File: config.mk
export PLATFORM = sky130hd
export DESIGN_NAME = pdb_residue_code_extractor_top
export DESIGN_NICKNAME = d
export VERILOG_FILES = /design/src/design/prce_pkg.sv /design/src/design/prce_front.sv /design/src/design/prce_queue.sv /design/src/design/prce_back.sv /design/src/design/pdb_residue_code_extractor_top.sv
export SDC_FILE = /design/constraint.sdc
export NUM_CORES = 1
export LEC_CHECK = 0
export ABC_AREA = 1
export BUFFER_PORTS_ARGS = -buffer_cell sky130_fd_sc_hd__buf_2
export CAP_MARGIN = 20
export CORE_MARGIN = 2
export CORE_UTILIZATION = 35
export DETAILED_ROUTE_END_ITERATION = 10
export PLACE_DENSITY = 0.47
export SYNTH_ARGS = -nofsm -noshare
export SYNTH_HDL_FRONTEND = slang
export SYNTH_HIERARCHICAL = 1
export SYNTH_SLANG_ARGS = --single-unit
File: constraint.sdc
create_clock -name i_clk -period 3.6 [get_ports i_clk]
set_input_delay 0.18 -clock i_clk [delete_from_list [all_inputs] [get_ports i_clk]]
set_output_delay 0.18 -clock i_clk [all_outputs]
set_load 0.01 [all_outputs]
File: src/design/prce_pkg.sv
// Package for the residue code extractor: constants, job record, code table.
// No dependencies; used by every module of the block by scoped name.
package prce_pkg;

    localparam int BYTE_W      = 8;
    localparam int COL_W       = 5;
    localparam int PROG_W      = 3;
    localparam int CFG_INDEX_W = 1;
    localparam int CFG_DATA_W  = 8;
    localparam int QUEUE_DEPTH = 4;
    localparam int QPTR_W      = $clog2(QUEUE_DEPTH);
    localparam int QCNT_W      = $clog2(QUEUE_DEPTH + 1);
    localparam int TABLE_LEN   = 26;

    localparam logic [BYTE_W-1:0] NEWLINE = 8'd10;
    localparam logic [BYTE_W-1:0] SPACE   = 8'd32;
    localparam logic [COL_W-1:0]  RES_COL   = 5'd17;
    localparam logic [COL_W-1:0]  CHAIN_COL = 5'd21;
    localparam logic [COL_W-1:0]  COL_SAT   = 5'd22;
    localparam logic [PROG_W-1:0] KEY_LEN   = 3'd6;

    localparam logic [BYTE_W-1:0]     CHAIN_RESET = 8'd65;
    localparam logic [CFG_INDEX_W-1:0] REG_CHAIN  = 1'd0;
    localparam logic [CFG_INDEX_W-1:0] REG_ABBREV = 1'd1;

    typedef enum logic [1:0] {
        JOB_THREE,
        JOB_ONE,
        JOB_ERR
    } t_job_kind;

    typedef struct packed {
        t_job_kind         kind;
        logic [BYTE_W-1:0] ch0;   // residue byte 0, or one-letter code
        logic [BYTE_W-1:0] ch1;
        logic [BYTE_W-1:0] ch2;
    } t_job;

    typedef struct packed {
        logic full;
        logic empty;
    } t_queue_status;

    typedef struct packed {
        logic              hit;
        logic [BYTE_W-1:0] code;
    } t_lookup;

    // residue name in [31:8], one-letter code in [7:0]
    localparam logic [31:0] CODE_TABLE [TABLE_LEN] = '{
        "ALAA", "ARGR", "ASNN", "ASPD", "CYSC", "GLNQ", "GLUE", "GLYG",
        "HISH", "ILEI", "LEUL", "LYSK", "METM", "PHEF", "PROP", "PYLO",
        "SERS", "SECU", "THRT", "TRPW", "TYRY", "VALV", "ASXB", "GLXZ",
        "ZAAX", "XLEJ"
    };

    function automatic logic [BYTE_W-1:0] keyword_byte(input logic [PROG_W-1:0] p);
        logic [BYTE_W-1:0] b;
        unique case (p)
            3'd0:    b = "A";
            3'd1:    b = "T";
            3'd2:    b = "O";
            3'd3:    b = "M";
            3'd4:    b = " ";
            3'd5:    b = " ";
            default: b = 8'd0;
        endcase
        return b;
    endfunction

    function automatic t_lookup lookup_code(input logic [23:0] name);
        t_lookup r;
        r.hit  = 1'b0;
        r.code = '0;
        for (int i = 0; i < TABLE_LEN; i++) begin
            if (CODE_TABLE[i][31:8] == name) begin
                r.hit  = 1'b1;
                r.code = CODE_TABLE[i][7:0];
            end
        end
        return r;
    endfunction

endpackage

File: src/design/prce_front.sv
// Front end: column tracking, keyword search, residue/chain capture, lookup.
// Depends on prce_pkg; hands one job per emitting line to the queue.
module prce_front (
    input  logic                            i_clk,
    input  logic                            i_rst_n,
    input  logic                            i_cfg_wen,
    input  logic [prce_pkg::CFG_INDEX_W-1:0] i_cfg_index,
    input  logic [prce_pkg::CFG_DATA_W-1:0]  i_cfg_data,
    input  logic                            i_accept,
    input  logic [prce_pkg::BYTE_W-1:0]     i_text_byte,
    input  logic                            i_file_end,
    output logic                            o_push,
    output prce_pkg::t_job                  o_job
);

    logic [prce_pkg::BYTE_W-1:0] r_chain_select;
    logic                        r_abbrev;
    logic [prce_pkg::COL_W-1:0]  r_col,   n_col;
    logic [prce_pkg::PROG_W-1:0] r_prog,  n_prog;
    logic                        r_seen,  n_seen;
    logic [prce_pkg::BYTE_W-1:0] r_res [3];
    logic [prce_pkg::BYTE_W-1:0] n_res [3];
    logic                        r_chain, n_chain;
    logic                        r_err,   n_err;

    logic                        is_nl, line_end, emit;
    logic [prce_pkg::PROG_W-1:0] p;
    prce_pkg::t_lookup           lk;

    always_comb begin
        is_nl    = (i_text_byte == prce_pkg::NEWLINE);
        line_end = is_nl || i_file_end;
        n_col    = r_col;
        n_prog   = r_prog;
        n_seen   = r_seen;
        n_res    = r_res;
        n_chain  = r_chain;
        p        = r_prog;
        if (!is_nl) begin
            if (r_col >= prce_pkg::RES_COL && r_col < prce_pkg::RES_COL + 5'd3)
                n_res[2'(r_col - prce_pkg::RES_COL)] = i_text_byte;
            if (r_col == prce_pkg::CHAIN_COL)
                n_chain = (i_text_byte == r_chain_select);
            if (r_col < prce_pkg::COL_SAT)
                n_col = r_col + 5'd1;
            if (!r_seen) begin
                if (i_text_byte == prce_pkg::keyword_byte(r_prog))
                    p = r_prog + 3'd1;
                else
                    p = (i_text_byte == prce_pkg::keyword_byte(3'd0)) ? 3'd1 : 3'd0;
                if (p >= prce_pkg::KEY_LEN) begin
                    n_seen = 1'b1;
                    p      = 3'd0;
                end
                n_prog = p;
            end
        end

        lk   = prce_pkg::lookup_code({n_res[0], n_res[1], n_res[2]});
        emit = n_seen && n_chain && !r_err;

        o_job.ch0 = n_res[0];
        o_job.ch1 = n_res[1];
        o_job.ch2 = n_res[2];
        if (!r_abbrev)
            o_job.kind = prce_pkg::JOB_THREE;
        else if (lk.hit) begin
            o_job.kind = prce_pkg::JOB_ONE;
            o_job.ch0  = lk.code;
        end else
            o_job.kind = prce_pkg::JOB_ERR;

        o_push = i_accept && line_end && emit;

        n_err = r_err;
        if (o_push && o_job.kind == prce_pkg::JOB_ERR)
            n_err = 1'b1;
        if (i_file_end)
            n_err = 1'b0;

        if (line_end) begin
            n_col   = '0;
            n_prog  = '0;
            n_seen  = 1'b0;
            n_res   = '{default: '0};
            n_chain = 1'b0;
        end
    end

    always_ff @(posedge i_clk) begin
        if (!i_rst_n) begin
            r_chain_select <= prce_pkg::CHAIN_RESET;
            r_abbrev       <= 1'b0;
            r_col          <= '0;
            r_prog         <= '0;
            r_seen         <= 1'b0;
            r_res          <= '{default: '0};
            r_chain        <= 1'b0;
            r_err          <= 1'b0;
        end else begin
            if (i_cfg_wen) begin
                if (i_cfg_index == prce_pkg::REG_CHAIN)
                    r_chain_select <= i_cfg_data;
                else if (i_cfg_index == prce_pkg::REG_ABBREV)
                    r_abbrev <= i_cfg_data[0];
            end
            if (i_accept) begin
                r_col   <= n_col;
                r_prog  <= n_prog;
                r_seen  <= n_seen;
                r_res   <= n_res;
                r_chain <= n_chain;
                r_err   <= n_err;
            end
        end
    end

endmodule

File: src/design/prce_queue.sv
// Job queue between front and back end, register based.
// Depends on prce_pkg for the job record and depth.
module prce_queue (
    input  logic                    i_clk,
    input  logic                    i_rst_n,
    input  logic                    i_push,
    input  prce_pkg::t_job          i_job,
    input  logic                    i_pop,
    output prce_pkg::t_job          o_head,
    output prce_pkg::t_queue_status o_status
);

    prce_pkg::t_job              r_slot [prce_pkg::QUEUE_DEPTH];
    logic [prce_pkg::QPTR_W-1:0] r_wr_ptr, r_rd_ptr;
    logic [prce_pkg::QCNT_W-1:0] r_count;

    assign o_head         = r_slot[r_rd_ptr];
    assign o_status.full  = (r_count == prce_pkg::QCNT_W'(prce_pkg::QUEUE_DEPTH));
    assign o_status.empty = (r_count == '0);

    always_ff @(posedge i_clk) begin
        if (i_push)
            r_slot[r_wr_ptr] <= i_job;
    end

    always_ff @(posedge i_clk) begin
        if (!i_rst_n) begin
            r_wr_ptr <= '0;
            r_rd_ptr <= '0;
            r_count  <= '0;
        end else begin
            if (i_push)
                r_wr_ptr <= r_wr_ptr + prce_pkg::QPTR_W'(1);
            if (i_pop)
                r_rd_ptr <= r_rd_ptr + prce_pkg::QPTR_W'(1);
            if (i_push && !i_pop)
                r_count <= r_count + prce_pkg::QCNT_W'(1);
            else if (!i_push && i_pop)
                r_count <= r_count - prce_pkg::QCNT_W'(1);
        end
    end

endmodule

File: src/design/prce_back.sv
// Back end: expands a queued job into one to four output bytes.
// Depends on prce_pkg; output register with valid/ready towards the sink.
module prce_back (
    input  logic                        i_clk,
    input  logic                        i_rst_n,
    input  prce_pkg::t_job              i_head,
    input  prce_pkg::t_queue_status     i_status,
    output logic                        o_pop,
    input  logic                        i_ready,
    output logic                        o_valid,
    output logic [prce_pkg::BYTE_W-1:0] o_out_char,
    output logic                        o_lookup_error,
    output logic                        o_run_last
);

    logic [1:0]                  r_idx;
    logic                        r_valid;
    logic [prce_pkg::BYTE_W-1:0] r_char;
    logic                        r_err, r_last;

    logic                        load, last;
    logic [prce_pkg::BYTE_W-1:0] ch;
    logic                        err;

    always_comb begin
        ch  = prce_pkg::SPACE;
        err = 1'b0;
        unique case (i_head.kind)
            prce_pkg::JOB_THREE: begin
                last = (r_idx == 2'd3);
                unique case (r_idx)
                    2'd0:    ch = i_head.ch0;
                    2'd1:    ch = i_head.ch1;
                    2'd2:    ch = i_head.ch2;
                    default: ch = prce_pkg::SPACE;
                endcase
            end
            prce_pkg::JOB_ONE: begin
                last = (r_idx == 2'd1);
                ch   = (r_idx == 2'd0) ? i_head.ch0 : prce_pkg::SPACE;
            end
            default: begin
                last = 1'b1;
                ch   = '0;
                err  = 1'b1;
            end
        endcase
        load  = !i_status.empty && (!r_valid || i_ready);
        o_pop = load && last;
    end

    always_ff @(posedge i_clk) begin
        if (!i_rst_n) begin
            r_idx   <= '0;
            r_valid <= 1'b0;
        end else begin
            if (load) begin
                r_valid <= 1'b1;
                r_idx   <= last ? 2'd0 : r_idx + 2'd1;
            end else if (i_ready)
                r_valid <= 1'b0;
        end
    end

    always_ff @(posedge i_clk) begin
        if (load) begin
            r_char <= ch;
            r_err  <= err;
            r_last <= last;
        end
    end

    assign o_valid        = r_valid;
    assign o_out_char     = r_char;
    assign o_lookup_error = r_err;
    assign o_run_last     = r_last;

endmodule

File: src/design/pdb_residue_code_extractor_top.sv
// Top level of the residue code extractor: front end, job queue, back end.
// Depends on prce_pkg, prce_front, prce_queue and prce_back.
//
//  channel  | handshake          | payload
//  ---------+--------------------+------------------------------------------
//  input    | i_valid / o_ready  | i_text_byte, i_file_end
//  output   | o_valid / i_ready  | o_out_char, o_lookup_error, o_run_last
//  config   | i_cfg_wen          | i_cfg_index, i_cfg_data
//
// One byte is taken per cycle while o_ready is high; a line's job is registered
// in the queue, then in the output register, and leaves one byte per cycle while
// i_ready is high (1 to 4 bytes). Reset is synchronous and clears line state,
// error flag, queue and output. o_ready drops only when the four-entry job
// queue is full, i.e. when the sink has stalled through several emitting lines.
module pdb_residue_code_extractor_top (
    input  logic                             i_clk,
    input  logic                             i_rst_n,
    input  logic                             i_cfg_wen,
    input  logic [prce_pkg::CFG_INDEX_W-1:0] i_cfg_index,
    input  logic [prce_pkg::CFG_DATA_W-1:0]  i_cfg_data,
    input  logic                             i_valid,
    output logic                             o_ready,
    input  logic [prce_pkg::BYTE_W-1:0]      i_text_byte,
    input  logic                             i_file_end,
    output logic                             o_valid,
    input  logic                             i_ready,
    output logic [prce_pkg::BYTE_W-1:0]      o_out_char,
    output logic                             o_lookup_error,
    output logic                             o_run_last
);

    logic                    push, pop;
    prce_pkg::t_job          job, head;
    prce_pkg::t_queue_status q_status;

    assign o_ready = !q_status.full;

    prce_front u_front (
        .i_clk       (i_clk),
        .i_rst_n     (i_rst_n),
        .i_cfg_wen   (i_cfg_wen),
        .i_cfg_index (i_cfg_index),
        .i_cfg_data  (i_cfg_data),
        .i_accept    (i_valid && o_ready),
        .i_text_byte (i_text_byte),
        .i_file_end  (i_file_end),
        .o_push      (push),
        .o_job       (job)
    );

    prce_queue u_queue (
        .i_clk    (i_clk),
        .i_rst_n  (i_rst_n),
        .i_push   (push),
        .i_job    (job),
        .i_pop    (pop),
        .o_head   (head),
        .o_status (q_status)
    );

    prce_back u_back (
        .i_clk          (i_clk),
        .i_rst_n        (i_rst_n),
        .i_head         (head),
        .i_status       (q_status),
        .o_pop          (pop),
        .i_ready        (i_ready),
        .o_valid        (o_valid),
        .o_out_char     (o_out_char),
        .o_lookup_error (o_lookup_error),
        .o_run_last     (o_run_last)
    );

    // an error result is always alone and carries a zero byte
    a_err_alone: assert property (@(posedge i_clk) disable iff (!i_rst_n)
        o_valid && o_lookup_error |-> o_run_last && o_out_char == '0)
        else $error("error result not final or not zero");

    a_no_overflow: assert property (@(posedge i_clk) disable iff (!i_rst_n)
        !(push && q_status.full))
        else $error("job pushed into full queue");

    a_no_underflow: assert property (@(posedge i_clk) disable iff (!i_rst_n)
        !(pop && q_status.empty))
        else $error("job popped from empty queue");

    // a job pushed into an empty queue while the output register is free or being
    // taken passes through a queue slot and then shows up at the output
    a_job_latency: assert property (@(posedge i_clk) disable iff (!i_rst_n)
        push && q_status.empty && (!o_valid || i_ready) |=> ##1 o_valid)
        else $error("queued job not forwarded");

endmodule

==> results.toml <==
[cells_and_area]
area_delta_synth_final_pct = 15.5
fillers = 2726
num-nets-final = 1316
diodes = 0
drive_gt1_share_pct = 16.2

[timing]
rsz0062_at_grt = "false"
tightest_slew_ns = 0.636
setup_viol_count_final = 0
finalCritPeriodShare_pct = 89.6
fin_tns_setup_ns = 0
slew_headroom_pct = 57.6
fmax_mhz = 310
slew_viol_final = 0
fin_crit_ns = 3.23
fin_skew_ns = 0.0200
hold_viol_final = 0

[clocking]
cts-root-buf = "clkbuf_16"
clk_latency_ns = 0.44
cts_tree = "yes"
path_clk_slew_ns = 0.07
cts_buffers = 17
cts_max_level = 4
clock_path_buffers = 2
clock-sinks = 170

[global_route]
antenna_found_initial = 0
track_usage_pct = 19.2
grt_use_met1_pct = 25.3
top_usage_layer = "met2"
grt_use_met3_pct = 3.19
grtUsageMet2_pct = 33.1
grt_max_degree = 47
grt_pass1_wl_mm = 42.9
grt_pass1_vias = 7787
grt_overflow = 0

[min_path]
hp-class = "input pin to flip-flop"

[synth]
syn_area_mm2 = 0.00971
async_flop_share_pct = 0
synth_edf_count = 114
ys_ff_latch = 170
ys_seq_area_share_pct = 46.8
synth_cell_type_count = 48
avgSynthCellArea_um2 = 8.03
synthCells = 1209
synth_nets = 1253
ys.flop_type = "edfxtp_1"
synth_warnings = 6

[worst_setup_path]
arrival_ns = 3.48
cp-start-kind = "flip-flop"
crit_type = "flip-flop to flip-flop"
critPathCaptureType = "flip-flop"
critPathMaxFanout = 13
required_ns = 3.85

[outcome]
status = "finished clean"

[routing]
drtIter0Drc = 549
ant_nets = 0
wl_per_cell_um = 16.4
wirelength_mm = 27.2
drc = 0
via_per_inst = 4.94
first_pass_iters = 5
vias = 8188

[placed_design]
dp_hpwl_mm = 19.6
io_buffers = 34
gp_congestion = 0.949

[power]
leakagePower_nw = 4.40
power_mw = 5.29
peakVddDrop_v = 0.000260
p_per_area_mw_per_mm2 = 472

[flow_run]
maxCapViolations = 0

[die]
start_util_pct = 35.8
core_area_mm2 = 0.0271
fp.dieH_um = 171
die-area_mm2 = 0.0291
rows = 60
io_pins = 35
die_width_um = 171
-- cells by family after synthesis --
family,after synthesis,share of synthesized area [%]
multiplexers,1,0.116
adder cells (fa/ha/maj),21,2.78
AO/OA/AOI/OAI,197,11.3
flip-flops,170,46.8
buffers and inverters,137,6.78
AND/OR/NAND/NOR,672,31.3
XOR/XNOR,11,0.992
-- through the flow --
step	instance area (um2)	hold slack, ns	utilization, %	std cells	setup slack, ns
after detailed placement	10400	0.397	38.4	1608	0.0812
after CTS	11100	0.0482	41.0	1649	0.0339
after global routing	11200	0.0715	41.4	1657	0.00139
final	11200	0.0566	41.4	1657	0.374
after floorplan	9710	0.301	-	1209	0.641
after global placement	10400	0.397	38.3	1607	0.0413
-- timing repair --
action / 4_1_cts / 5_1_grt
endpoints found under the hold margin: 9 / 0
gates resized for setup: 0 / 10
setup endpoints to repair: 0 / 31
hold buffers: 9 / 0
setup buffers: 0 / 7
-- sequential cells by signal (all words and copies together), names as in the netlist, 2 cells and up, named ones only --
name                    flops
u_back/r_idx                2
u_queue/r_count             3
u_front/r_chain_select      8
u_front/r_res              24
u_front/r_prog              3
u_front/r_col               5
u_queue/r_rd_ptr            2
u_queue/r_wr_ptr            2
u_queue/r_slot            104
u_back/o_out_char           8
-- per-layer routing --
| metal | vias to the layer above | share of wire (%) |
|---|---|---|
| met3 | 23 | 3.6 |
| met1 | 3834 | 47 |
| met5 | - | 0 |
| met4 | 0 | 1.1 |
| met2 | 160 | 48 |
| li1 | 4171 | - |
-- synth_stat cells (all sizes together) (14+ instances only) --
library cell  instances  area, um2
a21oi                41        213
buf                  35        270
dfxtp                56       1120
edfxtp              114       3420
ha                   20        250
inv                  88        335
nand2               348       1360
nand3                84        460
nand4                19        119
nor2                195        918
nor3                 14       97.6
o21ai               104        521
o21bai               14        105
o22ai                27        169
-- power by group --
group / leakage, nW / internal [mW] / total [mW] / switching (mW)
registers: 1.54 / 2.19 / 2.27 / 0.0725
clock network: 0.298 / 1.06 / 1.93 / 0.870
logic: 2.56 / 0.361 / 1.09 / 0.732
-- final timing paths --
path	from	end	slack [ns]	cells past startpoint
hold / removal	i_cfg_wen	u_front/r_abbrev$_SDFFE_PN0P_	0.06	3
setup / recovery	u_front/r_col[1]$_SDFFE_PN0P_	u_queue/r_slot[2][17]$_DFFE_PP_	0.37	22
setup reg to reg	u_front/r_col[1]$_SDFFE_PN0P_	u_queue/r_slot[2][17]$_DFFE_PP_	0.37	22
hold reg to reg	u_queue/r_rd_ptr[1]$_SDFFE_PN0P_	u_queue/r_rd_ptr[1]$_SDFFE_PN0P_	0.46	1
-- placed cells by master (no fill, tap or decap), types with 3 or more instances in the layout --
master         Yosys  layout
a21oi_1           39      39
buf_12             1       5
buf_2             17      34
buf_4              8      42
clkbuf_16          0      17
dfxtp_1           56      53
dfxtp_2            0       3
dlygate4sd3_1      0       9
edfxtp_1         114     114
ha_1              20      19
inv_1             80      80
inv_2              6       6
inv_6              0       4
inv_8              0       4
nand2_1          332     331
nand2_2           13      14
nand2_4            3       3
nand3_1           76      76
nand3_2            8       7
nand4_1           19      19
nor2_1           152     147
nor2_2            29      33
nor2_4            13      14
nor3_1            11      11
nor4_1             4       4
o21ai_0           69      69
o21ai_1           35      35
o21bai_1          14      14
o22ai_1           27      27
or2_2              3       3
xnor2_1            8       8
xor2_1             3       3
-- layout make-up --
class                           instances  area, um2  share of cell area [%]
Clock buffer                           17        425                    3.79
Clock inverter                         15        196                    1.75
Inverter                               90        343                    3.06
Multi-Input combinational cell        902       4540                    40.5
Sequential cell                       170       4550                    40.5
Tap cell                              372        465                    4.15
Timing Repair Buffer                   91        703                    6.27
-- critical path, stage by stage (launching register included) --
cell     delay, ns
dfxtp_2       0.39
inv_2         0.08
ha_1          0.18
inv_1         0.12
nand3_4       0.14
nand3_2       0.14
nor2_4        0.09
buf_4         0.16
nand2_1       0.05
nand2_1       0.07
nor2_2        0.19
nand2_2       0.17
nor2_2        0.27
nand3_2       0.17
nand2_1       0.15
nor2_1        0.06
nand2_1       0.07
nor2_2        0.05
nand2_4       0.09
nand2_4       0.08
inv_4         0.07
nor2_1        0.05
a21oi_2       0.19
No activity file was read; power rests on OpenSTA's default activity.
